<file path="config.mk">
export PLATFORM = sky130hd
export DESIGN_NAME = compacting_ordered_list
export DESIGN_NICKNAME = d
export VERILOG_FILES = /design/src/design/col_pkg.sv /design/src/design/col_cell.sv /design/src/design/compacting_ordered_list.sv
export SDC_FILE = /design/constraint.sdc
export NUM_CORES = 1
export LEC_CHECK = 0
export BUFFER_PORTS_ARGS = -buffer_cell sky130_fd_sc_hd__buf_2
export CORE_MARGIN = 2
export CORE_UTILIZATION = 32
export CTS_BUF_LIST = sky130_fd_sc_hd__clkbuf_16
export CTS_CLUSTER_DIAMETER = 120
export CTS_CLUSTER_SIZE = 20
export DETAILED_ROUTE_END_ITERATION = 8
export GPL_ROUTABILITY_DRIVEN = 0
export GPL_TIMING_DRIVEN = 0
export MAX_ROUTING_LAYER = met4
export PLACE_DENSITY = 0.56
export REMOVE_ABC_BUFFERS = 1
export SETUP_SLACK_MARGIN = 0.05
export SLEW_MARGIN = 10
export SYNTH_ARGS = -nofsm -noshare
export SYNTH_HDL_FRONTEND = slang
export SYNTH_SLANG_ARGS = --single-unit
</file>
<file path="constraint.sdc">
create_clock -name i_clk -period 3.5 [get_ports i_clk]
set_input_delay 0.35 -clock i_clk [delete_from_list [all_inputs] [get_ports i_clk]]
set_output_delay 0.35 -clock i_clk [all_outputs]
set_load 0.05 [all_outputs]
</file>
<file path="src/design/col_pkg.sv">
`default_nettype none
package col_pkg;

    localparam int CAPACITY = 16;
    localparam int CNT_W    = $clog2(CAPACITY + 1);

    localparam int HANDLE_W = 16;
    localparam int ID_W     = 16;
    localparam int POS_W    = 4;
    localparam int COUNT_W  = 5;

    typedef enum logic [1:0] {
        CMD_APPEND    = 2'd0,
        CMD_REMOVE_AT = 2'd1,
        CMD_REMOVE_ID = 2'd2,
        CMD_NOP       = 2'd3
    } t_cmd;

    typedef enum logic [1:0] {
        ST_DONE         = 2'd0,
        ST_FULL         = 2'd1,
        ST_BAD_POSITION = 2'd2,
        ST_NOT_FOUND    = 2'd3
    } t_status;

    // Broadcast from the top level to every cell in the chain.
    typedef struct packed {
        logic                fire;
        t_cmd                cmd;
        logic [HANDLE_W-1:0] handle;
        logic [ID_W-1:0]     id;
        logic [POS_W-1:0]    position;
        logic [CNT_W-1:0]    count;
    } t_cell_cmd;

endpackage
`default_nettype wire

</file>
<file path="src/design/col_cell.sv">
`default_nettype none
module col_cell (
    input  wire logic                       i_clk,
    input  wire logic [col_pkg::CNT_W-1:0]  i_index,
    input  wire col_pkg::t_cell_cmd         i_cmd,
    input  wire logic                       i_hit_below,
    output logic                            o_hit_below,
    input  wire logic [col_pkg::HANDLE_W-1:0] i_up_handle,
    input  wire logic [col_pkg::ID_W-1:0]   i_up_id,
    output logic [col_pkg::HANDLE_W-1:0]    o_handle,
    output logic [col_pkg::ID_W-1:0]        o_id
);
    import col_pkg::*;

    logic [HANDLE_W-1:0] r_handle, n_handle;
    logic [ID_W-1:0]     r_id, n_id;
    logic                occupied;
    logic                hit;
    logic                shift;
    logic [CNT_W+POS_W-1:0] pos_x;
    logic [CNT_W+POS_W-1:0] idx_x;

    assign pos_x    = {{CNT_W{1'b0}}, i_cmd.position};
    assign idx_x    = {{POS_W{1'b0}}, i_index};
    assign occupied = i_index < i_cmd.count;

    always_comb begin
        unique case (i_cmd.cmd)
            CMD_REMOVE_AT: hit = occupied && (pos_x == idx_x);
            CMD_REMOVE_ID: hit = occupied && (r_id == i_cmd.id);
            CMD_APPEND,
            CMD_NOP:       hit = 1'b0;
        endcase
    end

    // Once a hit is seen at or below this cell, every occupied cell above it pulls down.
    assign o_hit_below = i_hit_below | hit;
    assign shift       = occupied & o_hit_below;

    always_comb begin
        n_handle = r_handle;
        n_id     = r_id;
        if (i_cmd.fire) begin
            if (i_cmd.cmd == CMD_APPEND && i_index == i_cmd.count) begin
                n_handle = i_cmd.handle;
                n_id     = i_cmd.id;
            end else if (shift) begin
                n_handle = i_up_handle;
                n_id     = i_up_id;
            end
        end
    end

    always_ff @(posedge i_clk) begin
        r_handle <= n_handle;
        r_id     <= n_id;
    end

    assign o_handle = r_handle;
    assign o_id     = r_id;

endmodule
`default_nettype wire

</file>
<file path="src/design/compacting_ordered_list.sv">
`default_nettype none
// Ordered list of up to CAPACITY entries (handle, id) with compacting removal.
// Slave channel: one command word per handshake; tuser carries the command
// (append, remove at position, remove first matching id), tdata the operands.
// Master channel: one result word per command carrying status and the entry
// count after the command.
// Each entry lives in one cell of a chain. A removal raises a hit in the cell
// being dropped; the hit ripples up the chain and every occupied cell above it
// takes its upper neighbor's contents in the same cycle, so the list is
// compacted in one step.
// The result is registered and appears in the cycle after the command is accepted.
// Throughput: one command per cycle while the receiver takes each result, set by
// the cell update and the one-deep output register.
// Reset empties the list and drops any pending result. While the receiver
// stalls, the held result stays on the master port and the slave side accepts
// no new command until that result is taken.
module compacting_ordered_list (
    input  wire logic       i_clk,
    input  wire logic       i_rst_n,
    input  wire logic       i_s_axis_tvalid,
    output logic            o_s_axis_tready,
    // [15:0] item_handle, [31:16] item_id, [35:32] position, [39:36] zero
    input  wire logic [39:0] i_s_axis_tdata,
    // [1:0] command
    input  wire logic [1:0] i_s_axis_tuser,
    output logic            o_m_axis_tvalid,
    input  wire logic       i_m_axis_tready,
    // [1:0] status, [6:2] entry_count, [7] zero
    output logic [7:0]      o_m_axis_tdata
);
    import col_pkg::*;

    logic             r_out_valid, n_out_valid;
    t_status          r_status, n_status;
    logic [CNT_W-1:0] r_count, n_count;

    t_cell_cmd        cell_cmd;
    logic             accept;
    logic             found;
    logic [CNT_W+COUNT_W-1:0] count_x;

    logic [CAPACITY:0]  hit_chain;
    logic [HANDLE_W-1:0] handle_chain [CAPACITY+1];
    logic [ID_W-1:0]     id_chain     [CAPACITY+1];

    assign o_s_axis_tready = ~r_out_valid | i_m_axis_tready;
    assign accept          = i_s_axis_tvalid & o_s_axis_tready;

    assign cell_cmd.fire     = accept;
    assign cell_cmd.cmd      = t_cmd'(i_s_axis_tuser);
    assign cell_cmd.handle   = i_s_axis_tdata[15:0];
    assign cell_cmd.id       = i_s_axis_tdata[31:16];
    assign cell_cmd.position = i_s_axis_tdata[35:32];
    assign cell_cmd.count    = r_count;

    assign hit_chain[0]           = 1'b0;
    assign handle_chain[CAPACITY] = '0;
    assign id_chain[CAPACITY]     = '0;

    for (genvar k = 0; k < CAPACITY; k++) begin : g_cell
        col_cell u_cell (
            .i_clk       (i_clk),
            .i_index     (CNT_W'(k)),
            .i_cmd       (cell_cmd),
            .i_hit_below (hit_chain[k]),
            .o_hit_below (hit_chain[k+1]),
            .i_up_handle (handle_chain[k+1]),
            .i_up_id     (id_chain[k+1]),
            .o_handle    (handle_chain[k]),
            .o_id        (id_chain[k])
        );
    end

    assign found = hit_chain[CAPACITY];

    always_comb begin
        n_out_valid = r_out_valid & ~i_m_axis_tready;
        n_status    = r_status;
        n_count     = r_count;
        if (accept) begin
            n_out_valid = 1'b1;
            n_status    = ST_DONE;
            unique case (cell_cmd.cmd)
                CMD_APPEND: begin
                    if (r_count >= CNT_W'(CAPACITY)) begin
                        n_status = ST_FULL;
                    end else begin
                        n_count = r_count + CNT_W'(1);
                    end
                end
                CMD_REMOVE_AT: begin
                    if (found) begin
                        n_count = r_count - CNT_W'(1);
                    end else begin
                        n_status = ST_BAD_POSITION;
                    end
                end
                CMD_REMOVE_ID: begin
                    if (found) begin
                        n_count = r_count - CNT_W'(1);
                    end else begin
                        n_status = ST_NOT_FOUND;
                    end
                end
                CMD_NOP: begin
                    n_status = ST_DONE;
                end
            endcase
        end
    end

    always_ff @(posedge i_clk) begin
        if (!i_rst_n) begin
            r_out_valid <= 1'b0;
            r_count     <= '0;
            r_status    <= ST_DONE;
        end else begin
            r_out_valid <= n_out_valid;
            r_count     <= n_count;
            r_status    <= n_status;
        end
    end

    assign count_x         = {{COUNT_W{1'b0}}, r_count};
    assign o_m_axis_tvalid = r_out_valid;
    assign o_m_axis_tdata  = {1'b0, count_x[COUNT_W-1:0], r_status};

endmodule
`default_nettype wire
</file>
==> run summary <==
Outcome = completed
Lkg Pwr = 5.37 nW
Synth area leaders = edfxtp_1, mux2_2, xor2_1
Fin nets = 1207
Prevailing post-synth register cell = edfxtp_1
Initial antenna violation count = 2
Residual DRC count = 0
Tightest Hold Check Type = input pin to flop
Max incr delay on CP = 570 ps
Most frequent CP cell = buf_4
Port bufs = 34
Max-cap violations = 0
Met2 GRT Util = 0.243
Clock buffer depth = 3
Final ANT Viol Nets = 0
RSZ-0062 raised after global routing = no
Slew headroom = 0.295
Initial DRC count = 511
Crit-path slowest cell = dfxtp_2
Post-DP Area = 15800 um^2
Area grow syn2layout = 7.67%
R2R Path Start = r_count[3]
Layout cells sized above 1 = 0.304
HPWL after DPL = 24.0 mm
Wire length per cell = 19.8 um
Sequential power share = 0.570
GR Util met1 = 0.193
Num CTS Buffers = 17
Int Pwr = 4.59 mW
Most common cell in the netlist = edfxtp_1
Period minus WS final = 3200 ps
PwrDens = 374 nW/um^2
Final Cycle Share = 0.915
Synthesis Warnings = 0
Synth Area in Compound Gates = 0.0289
Via count = 8874
Synth Area in XOR/XNOR = 0.146
Post-synth EDFFs = 256
Count of pins over their slew limit = 0
Sequential area share after synthesis = 0.513
Required time of the critical path = 3730 ps
Top Usage Layer GRT = met2
FILL cells = 4696
Crit path from = r_count[3]
Initial core utilization = 0.323
GR Util All Layers = 0.146
Most instantiated cells after synthesis = edfxtp_1, mux2_2, xor2_1, xnor2_1
Switch share = 0.255
Peak VDD IR = 0.000240 V
HP Start = i_s_axis_tvalid
Met3 Usage GRT = 0.0159
Core area = 47400 um^2
Mux share of post-synthesis cell area = 0.179
Fin area = 16500 um^2
Root Buffer = clkbuf_16
First-pass GRT wire length = 55.3 mm
Largest family of logic cells by synthesized area = multiplexers
Worst-path maximum fanout = 18
Clk pwr share = 0.328
Post-Synth Simple-Gate Area = 0.0837
CP Cell Sequence = nor3_4, or4_1, nor3_1, a21oi_1, and4_1, nand4_1, buf_4, buf_4, o21ai_0, a21oi_2, buf_6
H-tree depth = 1
Crit end category = flop
Switching pwr = 1.57 mW
CTS tree = yes
FFs w/ async S/R, synth = 0
Top-area cell type share of the netlist area = 0.502
Setup TNS = 0 ps
Synthesized flop and latch total = 264
Cell variety after synth = 55
Largest net degree at the start of global routing = 33
Fmax = 312 MHz
Die height = 223 um
Number of hold buffers added after CTS = 0
Clock Latency Late Sink = 520 ps
Gate power share = 0.102
CP Class = flop to flop
Final wirelength = 35.2 mm
Global route total overflow = 0
Worst-Margin Slew = 1050 ps
DRT Pass-1 Iters = 5
Chip Width = 223 um
Startpoint Class = flop
Arr. time, crit path = 3430 ps
Clock slew at reported path FFs = 90 ps
DR vias/cell = 4.99
Synth area leader = edfxtp_1
Clock sink count = 264
Cell count after synthesis = 1182
Vias in the first global route = 9189
Final Skew = 27.8 ps
Full die area = 49600 um^2
Fin. Hold Viols = 0
Mapped cell area = 15300 um^2
Row count = 80
# setup viols final = 0
IO Pins = 56
Post-Syn Area per Cell = 13.0 um^2
Adder-cell share of the synthesized area = 0.00817
==> cell usage in the layout, fill, tap and decap left out, types with 12 or more instances in the layout <==
cell type  synthesis  layout
edfxtp_1         256     256
mux2_2           240     240
xor2_1           200     200
xnor2_1           56      56
nor4_1            44      44
nand2_1           37      36
nand3_1           26      26
nand4_1           25      25
buf_2             19      21
inv_1              8      19
and2_1            19      19
clkbuf_16          0      17
o21ai_0           16      16
buf_4             18      16
a21oi_1           21      15
nor3_1            15      14
nor2_1            26      13
nor2_2             0      12
==> stage by stage <==
step | total power [mW] | utilization | setup WS [ps] | cells | hold slack [ps]
2_1_floorplan | 3.92 | - | -754 | 1082 | 468
3_3_place_gp | 4.18 | 0.330 | -2010 | 1731 | 537
3_5_place_dp | 4.20 | 0.334 | -1020 | 1740 | 541
4_1_cts | 6.20 | 0.346 | 63.5 | 1773 | 90.6
5_1_grt | 6.37 | 0.347 | 64.6 | 1777 | 113
6_report | 6.16 | 0.347 | 297 | 1778 | 97.1
==> cells by family after synthesis <==
group	count (synthesis)
flip-flops	264
XOR/XNOR	256
multiplexers	244
AND/OR/NAND/NOR	230
buffers and inverters	108
AO/OA/AOI/OAI	69
adder cells (fa/ha/maj)	10
other	1
==> sequential cells by signal (all words and copies together) (netlist names) <==
register            cells
g_cell.u_cell.o_id    256
o_m_axis_tvalid         1
r_count                 5
r_status                2
==> routing by layer <==
layer,part of all wire,vias up
li1,-,4245
met1,0.47,4481
met2,0.49,120
met3,0.029,28
met4,0.016,0
met5,0,-
==> critical path: cells and delay by family, from the launching register on <==
kind / cells / cell delay, ps
buffers and inverters: 3 / 550
and+or+nand+nor: 5 / 1330
AOI/OAI and AO/OA: 3 / 450
DFF: 1 / 570
==> power by group through the flow <==
stage | combinational, mW | sequential (mW) | clock, mW
2_1_floorplan | 0.333 | 3.59 | 0
5_1_grt | 0.687 | 3.51 | 2.17
6_report | 0.628 | 3.51 | 2.02
4_1_cts | 0.630 | 3.51 | 2.06
3_5_place_dp | 0.617 | 3.58 | 0
3_3_place_gp | 0.604 | 3.58 | 0
==> layout make-up <==
| type | count | area (um^2) | share of cell area |
|---|---|---|---|
| clock buffer | 17 | 425 | 0.0258 |
| clock inverter | 13 | 66.3 | 0.00402 |
| antenna | 1 | 2.50 | 0.000152 |
| sequential | 264 | 7860 | 0.477 |
| inverter | 8 | 30.0 | 0.00182 |
| tap | 615 | 769 | 0.0467 |
| multi-input combinational | 810 | 6960 | 0.422 |
| timing repair buffer | 50 | 369 | 0.0224 |
==> repair_timing <==
item | 4_1_cts | 5_1_grt
setup endpoints to repair | 159 | 42
resized for setup | 21 | 11
setup buffers | 3 | 4
pin swaps | 2 | 0
==> worst paths after layout <==
path                           endpoint  slack, ps  cells after the start
max          g_cell[15].u_cell.o_id[15]        300                     11
min                     o_m_axis_tvalid        100                      3
max reg2reg  g_cell[15].u_cell.o_id[15]        300                     11
min reg2reg                 r_status[0]        560                      2
(Power assumes the default switching activity.)
